### src/design/hlfd_pkg.sv
// Package of the hex line frame decoder: field widths, phase, mode and
// event codes, the character classifier and the structs between modules.
// No dependencies.
package hlfd_pkg;

    localparam int MODE_W  = 2;
    localparam int CHAN_W  = 3;
    localparam int CHAR_W  = 8;
    localparam int EVENT_W = 3;
    localparam int BYTE_W  = 8;
    localparam int PHASE_W = 2;
    localparam int NIB_W   = 4;
    localparam int ENTRY_W = PHASE_W + NIB_W;
    localparam int DIG_W   = 5;

    localparam int CHANNELS_DEFAULT = 8;

    localparam logic [PHASE_W-1:0] PH_IDLE = 2'd0;
    localparam logic [PHASE_W-1:0] PH_STD  = 2'd1;
    localparam logic [PHASE_W-1:0] PH_REM  = 2'd2;
    localparam logic [PHASE_W-1:0] PH_SKIP = 2'd3;

    localparam logic [MODE_W-1:0] MODE_START = 2'd0;
    localparam logic [MODE_W-1:0] MODE_CHAR  = 2'd1;
    localparam logic [MODE_W-1:0] MODE_ABORT = 2'd2;

    localparam logic [EVENT_W-1:0] EV_NONE         = 3'd0;
    localparam logic [EVENT_W-1:0] EV_START        = 3'd1;
    localparam logic [EVENT_W-1:0] EV_BYTE         = 3'd2;
    localparam logic [EVENT_W-1:0] EV_FRAME_OK     = 3'd3;
    localparam logic [EVENT_W-1:0] EV_FRAME_FAIL   = 3'd4;
    localparam logic [EVENT_W-1:0] EV_START_REFUSE = 3'd5;
    localparam logic [EVENT_W-1:0] EV_BYTE_REFUSE  = 3'd6;

    localparam logic [DIG_W-1:0] DIG_DELIM = 5'h10;
    localparam logic [DIG_W-1:0] DIG_BAD   = 5'h11;

    // One channel's stored state as it sits in the state memory.
    typedef struct packed {
        logic [PHASE_W-1:0] phase;
        logic [NIB_W-1:0]   nibble;
    } hlfd_entry_t;

    // What the step logic hands back to the pipeline.
    typedef struct packed {
        hlfd_entry_t        entry;
        logic [EVENT_W-1:0] event_code;
        logic [BYTE_W-1:0]  data;
    } hlfd_step_t;

    // Hex digits give their value, CR and LF give DIG_DELIM, all else DIG_BAD.
    function automatic logic [DIG_W-1:0] classify(input logic [CHAR_W-1:0] c);
        logic [DIG_W-1:0] d;
        if (c inside {[8'h30:8'h39]})
        begin
            d = DIG_W'(c - 8'h30);
        end
        else if (c inside {[8'h61:8'h66]})
        begin
            d = DIG_W'(c - 8'h61 + 8'd10);
        end
        else if (c inside {[8'h41:8'h46]})
        begin
            d = DIG_W'(c - 8'h41 + 8'd10);
        end
        else if (c inside {8'h0A, 8'h0D})
        begin
            d = DIG_DELIM;
        end
        else
        begin
            d = DIG_BAD;
        end
        return d;
    endfunction

endpackage

### src/design/hlfd_ram.sv
// Generic single-write, single-read synchronous RAM with a registered read.
// No dependencies.
module hlfd_ram #(
    parameter int WIDTH = 8,
    parameter int DEPTH = 8
) (
    input  logic                                   clk,
    input  logic                                   we,
    input  logic [(DEPTH > 1 ? $clog2(DEPTH) : 1)-1:0] waddr,
    input  logic [WIDTH-1:0]                       wdata,
    input  logic                                   re,
    input  logic [(DEPTH > 1 ? $clog2(DEPTH) : 1)-1:0] raddr,
    output logic [WIDTH-1:0]                       rdata
);

    logic [WIDTH-1:0] mem [DEPTH];
    logic [WIDTH-1:0] rdata_reg;

    always_ff @(posedge clk)
    begin
        if (we)
        begin
            mem[waddr] <= wdata;
        end
        if (re)
        begin
            rdata_reg <= mem[raddr];
        end
    end

    assign rdata = rdata_reg;

endmodule

### src/design/hlfd_step.sv
// Per-item transition logic of the hex line frame decoder: new phase,
// held nibble, event and assembled byte from one item and its channel state.
// Depends on hlfd_pkg.
module hlfd_step (
    input  logic [hlfd_pkg::MODE_W-1:0] mode,
    input  logic [hlfd_pkg::CHAR_W-1:0] char_in,
    input  logic                        upper_ok,
    input  hlfd_pkg::hlfd_entry_t       cur,
    output hlfd_pkg::hlfd_step_t        res
);

    logic [hlfd_pkg::DIG_W-1:0] dig;
    logic                       is_hex;

    assign dig    = hlfd_pkg::classify(char_in);
    assign is_hex = (dig != hlfd_pkg::DIG_DELIM) && (dig != hlfd_pkg::DIG_BAD);

    always_comb
    begin
        res.entry      = cur;
        res.event_code = hlfd_pkg::EV_NONE;
        res.data       = '0;
        case (mode)
            hlfd_pkg::MODE_START:
            begin
                if (upper_ok)
                begin
                    res.entry.phase = hlfd_pkg::PH_STD;
                    res.event_code  = hlfd_pkg::EV_START;
                end
                else
                begin
                    res.entry.phase = hlfd_pkg::PH_SKIP;
                    res.event_code  = hlfd_pkg::EV_START_REFUSE;
                end
            end
            hlfd_pkg::MODE_CHAR:
            begin
                case (cur.phase)
                    hlfd_pkg::PH_IDLE:
                    begin
                        // An idle channel's hex digit with upper_ok opens a frame.
                        if (dig == hlfd_pkg::DIG_BAD)
                        begin
                            res.entry.phase = hlfd_pkg::PH_SKIP;
                        end
                        else if (is_hex && upper_ok)
                        begin
                            res.entry.nibble = dig[hlfd_pkg::NIB_W-1:0];
                            res.entry.phase  = hlfd_pkg::PH_REM;
                            res.event_code   = hlfd_pkg::EV_START;
                        end
                        else if (is_hex)
                        begin
                            res.entry.phase = hlfd_pkg::PH_SKIP;
                            res.event_code  = hlfd_pkg::EV_START_REFUSE;
                        end
                    end
                    hlfd_pkg::PH_STD:
                    begin
                        if (dig == hlfd_pkg::DIG_BAD)
                        begin
                            res.entry.phase = hlfd_pkg::PH_SKIP;
                            res.event_code  = hlfd_pkg::EV_FRAME_FAIL;
                        end
                        else if (dig == hlfd_pkg::DIG_DELIM)
                        begin
                            res.entry.phase = hlfd_pkg::PH_IDLE;
                            res.event_code  = hlfd_pkg::EV_FRAME_OK;
                        end
                        else
                        begin
                            res.entry.nibble = dig[hlfd_pkg::NIB_W-1:0];
                            res.entry.phase  = hlfd_pkg::PH_REM;
                        end
                    end
                    hlfd_pkg::PH_REM:
                    begin
                        if (dig == hlfd_pkg::DIG_BAD)
                        begin
                            res.entry.phase = hlfd_pkg::PH_SKIP;
                            res.event_code  = hlfd_pkg::EV_FRAME_FAIL;
                        end
                        else if (dig == hlfd_pkg::DIG_DELIM)
                        begin
                            res.entry.phase = hlfd_pkg::PH_IDLE;
                            res.event_code  = hlfd_pkg::EV_FRAME_FAIL;
                        end
                        else
                        begin
                            res.data = {cur.nibble, dig[hlfd_pkg::NIB_W-1:0]};
                            if (upper_ok)
                            begin
                                res.entry.phase = hlfd_pkg::PH_STD;
                                res.event_code  = hlfd_pkg::EV_BYTE;
                            end
                            else
                            begin
                                res.entry.phase = hlfd_pkg::PH_SKIP;
                                res.event_code  = hlfd_pkg::EV_BYTE_REFUSE;
                            end
                        end
                    end
                    default:
                    begin
                        if (dig == hlfd_pkg::DIG_DELIM)
                        begin
                            res.entry.phase = hlfd_pkg::PH_IDLE;
                        end
                    end
                endcase
            end
            hlfd_pkg::MODE_ABORT:
            begin
                if (cur.phase inside {hlfd_pkg::PH_STD, hlfd_pkg::PH_REM})
                begin
                    res.event_code = hlfd_pkg::EV_FRAME_FAIL;
                end
            end
            default:
            begin
                res.entry = cur;
            end
        endcase
    end

endmodule

### src/design/hex_line_frame_decoder.sv
// Top level of the hex line frame decoder: request pipeline around the
// per-channel state memory. Depends on hlfd_pkg, hlfd_ram and hlfd_step.
//
// Usage:
// Input requests (mode, channel, char_in, upper_ok) arrive on the in_valid /
// in_ready channel; each one yields exactly one result (event_res, data_byte,
// out_channel) on the out_valid / out_ready channel, in request order.
// When a request is accepted, the channel's entry is read from the state
// memory into a registered read; in the compute stage the transition is
// computed, the entry is written back and the output register is loaded.
// One request is taken per cycle while the output does not stall, set by
// the single read and single write port of the state memory; a result of
// the previous request on the same channel is forwarded around the memory.
// Reset clears the per-entry valid flags at once, so every channel reads as
// idle with a zero nibble; there is no clearing pass and in_ready is high
// right after reset. When the receiver stalls, the output register holds its
// result, one more request can be taken into the compute stage, and then
// in_ready drops until out_ready returns.
// Requests for a channel at or above CHANNELS give event none and change
// no state.
module hex_line_frame_decoder #(
    parameter int CHANNELS = hlfd_pkg::CHANNELS_DEFAULT
) (
    input  logic                           clk,
    input  logic                           rst_n,
    input  logic                           in_valid,
    output logic                           in_ready,
    input  logic [hlfd_pkg::MODE_W-1:0]    mode,
    input  logic [hlfd_pkg::CHAN_W-1:0]    channel,
    input  logic [hlfd_pkg::CHAR_W-1:0]    char_in,
    input  logic                           upper_ok,
    output logic                           out_valid,
    input  logic                           out_ready,
    output logic [hlfd_pkg::EVENT_W-1:0]   event_res,
    output logic [hlfd_pkg::BYTE_W-1:0]    data_byte,
    output logic [hlfd_pkg::CHAN_W-1:0]    out_channel
);

    localparam int AW = (CHANNELS > 1) ? $clog2(CHANNELS) : 1;

    logic [AW+hlfd_pkg::CHAN_W-1:0] chan_wide;
    logic [AW-1:0]                  in_addr;
    logic                           in_range;
    logic                           accept;

    logic [CHANNELS-1:0]            valid_reg;
    logic [CHANNELS-1:0]            valid_next;

    logic                           s1_valid_reg;
    logic [hlfd_pkg::MODE_W-1:0]    s1_mode_reg;
    logic [hlfd_pkg::CHAN_W-1:0]    s1_chan_reg;
    logic [hlfd_pkg::CHAR_W-1:0]    s1_char_reg;
    logic                           s1_ok_reg;
    logic                           s1_range_reg;
    logic [AW-1:0]                  s1_addr_reg;
    logic                           s1_vld_reg;
    logic                           s1_fwd_reg;
    hlfd_pkg::hlfd_entry_t          s1_fwd_data_reg;

    logic                           out_valid_reg;
    logic [hlfd_pkg::EVENT_W-1:0]   event_reg;
    logic [hlfd_pkg::BYTE_W-1:0]    byte_reg;
    logic [hlfd_pkg::CHAN_W-1:0]    chan_out_reg;

    logic                           s1_adv;
    logic                           s1_wr;
    logic                           fwd_next;
    logic [hlfd_pkg::ENTRY_W-1:0]   ram_rdata;
    hlfd_pkg::hlfd_entry_t          cur;
    hlfd_pkg::hlfd_step_t           step_res;

    assign chan_wide = {{AW{1'b0}}, channel};
    assign in_addr   = chan_wide[AW-1:0];
    assign in_range  = (32'(channel) < CHANNELS);

    assign s1_adv   = !out_valid_reg || out_ready;
    assign in_ready = !s1_valid_reg || s1_adv;
    assign accept   = in_valid && in_ready;
    assign s1_wr    = s1_valid_reg && s1_adv && s1_range_reg;

    // The entry being written this cycle would be read stale by the memory.
    assign fwd_next = s1_wr && in_range && (in_addr == s1_addr_reg);

    hlfd_ram #(
        .WIDTH (hlfd_pkg::ENTRY_W),
        .DEPTH (CHANNELS)
    ) u_state_ram (
        .clk   (clk),
        .we    (s1_wr),
        .waddr (s1_addr_reg),
        .wdata (step_res.entry),
        .re    (accept),
        .raddr (in_addr),
        .rdata (ram_rdata)
    );

    always_comb
    begin
        if (s1_fwd_reg)
        begin
            cur = s1_fwd_data_reg;
        end
        else if (s1_vld_reg)
        begin
            cur = ram_rdata;
        end
        else
        begin
            cur.phase  = hlfd_pkg::PH_IDLE;
            cur.nibble = '0;
        end
    end

    hlfd_step u_step (
        .mode     (s1_mode_reg),
        .char_in  (s1_char_reg),
        .upper_ok (s1_ok_reg),
        .cur      (cur),
        .res      (step_res)
    );

    always_comb
    begin
        valid_next = valid_reg;
        if (s1_wr)
        begin
            valid_next[s1_addr_reg] = 1'b1;
        end
    end

    always_ff @(posedge clk or negedge rst_n)
    begin
        if (!rst_n)
        begin
            valid_reg     <= '0;
            s1_valid_reg  <= 1'b0;
            s1_fwd_reg    <= 1'b0;
            out_valid_reg <= 1'b0;
        end
        else
        begin
            valid_reg <= valid_next;
            if (in_ready)
            begin
                s1_valid_reg <= in_valid;
            end
            if (accept)
            begin
                s1_fwd_reg <= fwd_next;
            end
            if (s1_adv)
            begin
                out_valid_reg <= s1_valid_reg;
            end
        end
    end

    always_ff @(posedge clk)
    begin
        if (accept)
        begin
            s1_mode_reg     <= mode;
            s1_chan_reg     <= channel;
            s1_char_reg     <= char_in;
            s1_ok_reg       <= upper_ok;
            s1_range_reg    <= in_range;
            s1_addr_reg     <= in_addr;
            s1_vld_reg      <= in_range && valid_reg[in_addr];
            s1_fwd_data_reg <= step_res.entry;
        end
        if (s1_adv && s1_valid_reg)
        begin
            event_reg    <= s1_range_reg ? step_res.event_code : hlfd_pkg::EV_NONE;
            byte_reg     <= s1_range_reg ? step_res.data : '0;
            chan_out_reg <= s1_chan_reg;
        end
    end

    assign out_valid   = out_valid_reg;
    assign event_res   = event_reg;
    assign data_byte   = byte_reg;
    assign out_channel = chan_out_reg;

endmodule

### config.mk
export PLATFORM = sky130hd
export DESIGN_NAME = hex_line_frame_decoder
export DESIGN_NICKNAME = d
export VERILOG_FILES = /design/src/design/hlfd_pkg.sv /design/src/design/hlfd_ram.sv /design/src/design/hlfd_step.sv /design/src/design/hex_line_frame_decoder.sv
export SDC_FILE = /design/constraint.sdc
export NUM_CORES = 1
export LEC_CHECK = 0
export BUFFER_PORTS_ARGS = -buffer_cell sky130_fd_sc_hd__buf_2
export CAP_MARGIN = 40
export CORE_AREA = 2 2 96 98
export CTS_CLUSTER_SIZE = 8
export DETAILED_ROUTE_END_ITERATION = 10
export DIE_AREA = 0 0 98 100
export GPL_TIMING_DRIVEN = 1
export PLACE_DENSITY = 0.67
export SLEW_MARGIN = 25
export SYNTH_ARGS = -nofsm -noshare
export SYNTH_HDL_FRONTEND = slang
export SYNTH_SLANG_ARGS = --single-unit
### constraint.sdc
create_clock -name clk -period 5.7 [get_ports clk]
set_input_delay 0 -clock clk [delete_from_list [all_inputs] [get_ports clk]]
set_output_delay 0 -clock clk [all_outputs]
set_load 0.01 [all_outputs]
==> results_dict.tcl <==
set metrics [dict create \
    crit_path_start "s1_char_reg[0]$_DFFE_PP_" \
    p_sw_share_pct 23.98 \
    die_w_um 98 \
    finalHoldViolations 0 \
    path_max_fanout 9 \
    crit_chain "inv_1 > ha_1 > o21bai_1 > a2111o_1 > o31ai_4 > nand2_2 > mux2i_1 > a22oi_1 > o22ai_1" \
    drc 0 \
    grt_max_degree 21 \
    reg2reg_setup_slack_ns 2.86 \
    holdWs_ns 0.02387 \
    dieArea_mm2 0.009800 \
    drt_iter0_markers 187 \
    grt_pass1_wl_mm 13.34 \
    initial_utilization_pct 48.39 \
    n_antenna_cell 0 \
    drv_slew 0 \
    async_flop_share_pct 11.00 \
    wl_per_cell_um 19.18 \
    seq_power_share_pct 56.5 \
    fp.dieH_um 100 \
    yosysMostFrequentCell "edfxtp_1" \
    yosysTopAreaCell "edfxtp_1" \
    syn_area_mm2 0.004302 \
    first_pass_iters 5 \
    required_ns 5.77 \
    ys_seq_area_share_pct 68.53 \
    gp_congestion 0.8685 \
    core.rowCount 35 \
    final_net_count 349 \
    yosysWarnings 0 \
    ys_dominant_reg_cell "edfxtp_1" \
    place_hpwl_mm 5.669 \
    path_clk_slew_ns 0.09 \
    finalClockSkew_ns 0.008952 \
    hold_path.class "in2reg" \
    pwr_density_cell_mw_per_mm2 311.0 \
    io_pins 34 \
    cts_buffers 9 \
    cts_max_path_buffers 2 \
    viasPerCell 5.563 \
    status "finished clean" \
    grt_overflow 0 \
    synth_edf_count 89 \
    multi_input_area_mm2 0.001306 \
    cts.htree.levels 3 \
    hold_depth 1 \
    cp.arrival_ns 2.91 \
    antenna_found_initial 0 \
    crit_type "reg2reg" \
    syn_area_per_cell_um2 16.05 \
    slowest_delay_ns 0.57 \
    ys_top_cells_by_count "edfxtp_1 (89), nor2_1 (20), mux4_2 (14), nand2_1 (14), dfrtp_1 (11)" \
    clk_latency_ns 0.37 \
    synth_area_leaders "edfxtp_1 (62%), mux4_2 (7.3%), dfrtp_1 (6.4%)" \
    ant_nets 0 \
    routed_wl_mm 8.422 \
    setup_violations 0 \
    p_int_mw 1.187 \
    p_switching_mw 0.3745 \
    synth_top_cell_area_share_pct 62.13 \
    syn_inst 268 \
    drive_gt1_share_pct 29.57 \
    pwr-share-clk_pct 31.8 \
    yosys_register_bits 100 \
    reg2reg_to "u_state_ram.mem[6][0]$_DFFE_PP_" \
    cts_tree "built" \
    io_buffers 33 \
    r2r_start "s1_char_reg[0]$_DFFE_PP_" \
    ir_drop_v 0.0001431 \
    fin_setup_tns_ns 0 \
    clock-root-buffer "clkbuf_8" \
    num_vias 2442 \
    seq_area_mm2 0.002948 \
    slew_headroom_pct 48.04 \
    comb_power_share_pct 11.6 \
    worst-r2r-cell-count 9 \
    ys_types 51 \
    max_freq_mhz 352.4 \
    crit_end "u_state_ram.mem[6][0]$_DFFE_PP_" \
    design.core.area_mm2 0.008890 \
    fin_crit_sh_pct 49.78 \
    postCtsSetupBuffers 0 \
    grt_usage_pct 18.25 \
    critPathLaunchType "flop" \
    finalCriticalPeriod_ns 2.837 \
    largest_register "u_state_ram.mem" \
    grt_pass1_vias 2488 \
    worst_slew_pin_slew_ns 0.7765 \
    cap_violations 0 \
    areaGrowthSynthToFinish_pct 16.72 \
    largest_reg_flops 48 \
    syn_nets 294 \
    n_fill_cell 731 \
    worstSetupEndpointType "flop" \
    clkSinkCount 100 \
    slowest_stage "o22ai_1" \
    p_leak_nw 1.766 \
    rsz0062_at_grt "false" \
]
power groups by stage:
stage                     sequential (mW)  clock, mW  combinational (mW)
after detailed placement            0.900          0               0.173
after floorplan                     0.894          0               0.117
final                               0.883      0.497               0.182
after global placement              0.897          0               0.162
after CTS                           0.883      0.506               0.181
after global routing                0.888      0.535               0.201
logic make-up (layout without fill, tap and decap cells):
logic type,after synthesis,in the layout,synth area share (%)
flops,100,100,68.53
simple gates,75,75,9.424
compound gates,38,38,7.126
mux,26,26,10.35
buf+inv,18,78,1.629
fa+ha+maj,8,8,2.327
xor+xnor,3,3,0.6109
cell type report:
cell class | instances | area share [%]
sequential | 100 | 58.71
multi-input combinational | 150 | 26.02
timing repair buffer | 53 | 7.426
tap | 111 | 2.766
clock buffer | 9 | 2.467
clock inverter | 7 | 1.944
inverter | 9 | 0.6728
per-layer routing:
metal / up-vias / GRT usage, % / part of all wire [%]
met5: - / 0 / 0
met4: 0 / 8.226 / 2.6
met3: 20 / 3.134 / 3.1
met2: 53 / 33.98 / 55
met1: 1225 / 20.54 / 40
li1: 1144 / - / -
critical path, delay by kind of cell, from the launching register on:
| kind | cells | cell delay, ns |
|---|---|---|
| buf+inv | 1 | 0.15 |
| fa+ha+maj | 1 | 0.19 |
| mux | 1 | 0.16 |
| flops | 1 | 0.51 |
| compound gates | 5 | 1.37 |
| simple gates | 1 | 0.16 |
how the worst min path moves through the flow:
stage / start / to / slack (ns)
after global routing: channel[2] / s1_addr_reg[2]$_DFFE_PP_ / 0.02
after detailed placement: rst_n / valid_reg[5]$_DFFE_PN0P_ / -0.11
final: channel[2] / s1_addr_reg[2]$_DFFE_PP_ / 0.02
after CTS: rst_n / valid_reg[5]$_DFFE_PN0P_ / 0.03
after global placement: rst_n / valid_reg[6]$_DFFE_PN0P_ / -0.11
after floorplan: rst_n / out_valid$_DFFE_PN0P_ / -0.30
stage by stage:
| stage | instance area [um^2] | instances | setup WS [ns] | power, mW | utilization [%] |
|---|---|---|---|---|---|
| final | 5021 | 439 | 2.863 | 1.562 | 56.48 |
| after global routing | 5021 | 439 | 2.623 | 1.624 | 56.48 |
| after CTS | 5014 | 439 | 2.883 | 1.570 | 56.40 |
| after detailed placement | 4642 | 408 | 2.906 | 1.072 | 52.22 |
| after global placement | 4606 | 407 | 3.075 | 1.059 | 51.81 |
| after floorplan | 4302 | 268 | 3.325 | 1.011 | - |
what timing repair did:
item                      4_1_cts  5_1_grt
hold endpoints to repair       24        0
gates resized for setup         0        0
hold buffers                   15        0
cells in the final DEF, fill, tap and decap left out, types with 8 or more instances in the layout:
master,n
inv_1,8
clkbuf_8,9
mux4_2,14
nand2_1,14
buf_2,33
nor2_1,20
ha_1,8
dfrtp_1,11
or2_2,9
mux2_2,8
dlygate4sd3_1,15
edfxtp_1,89
Power figures use the tool's default switching activity.
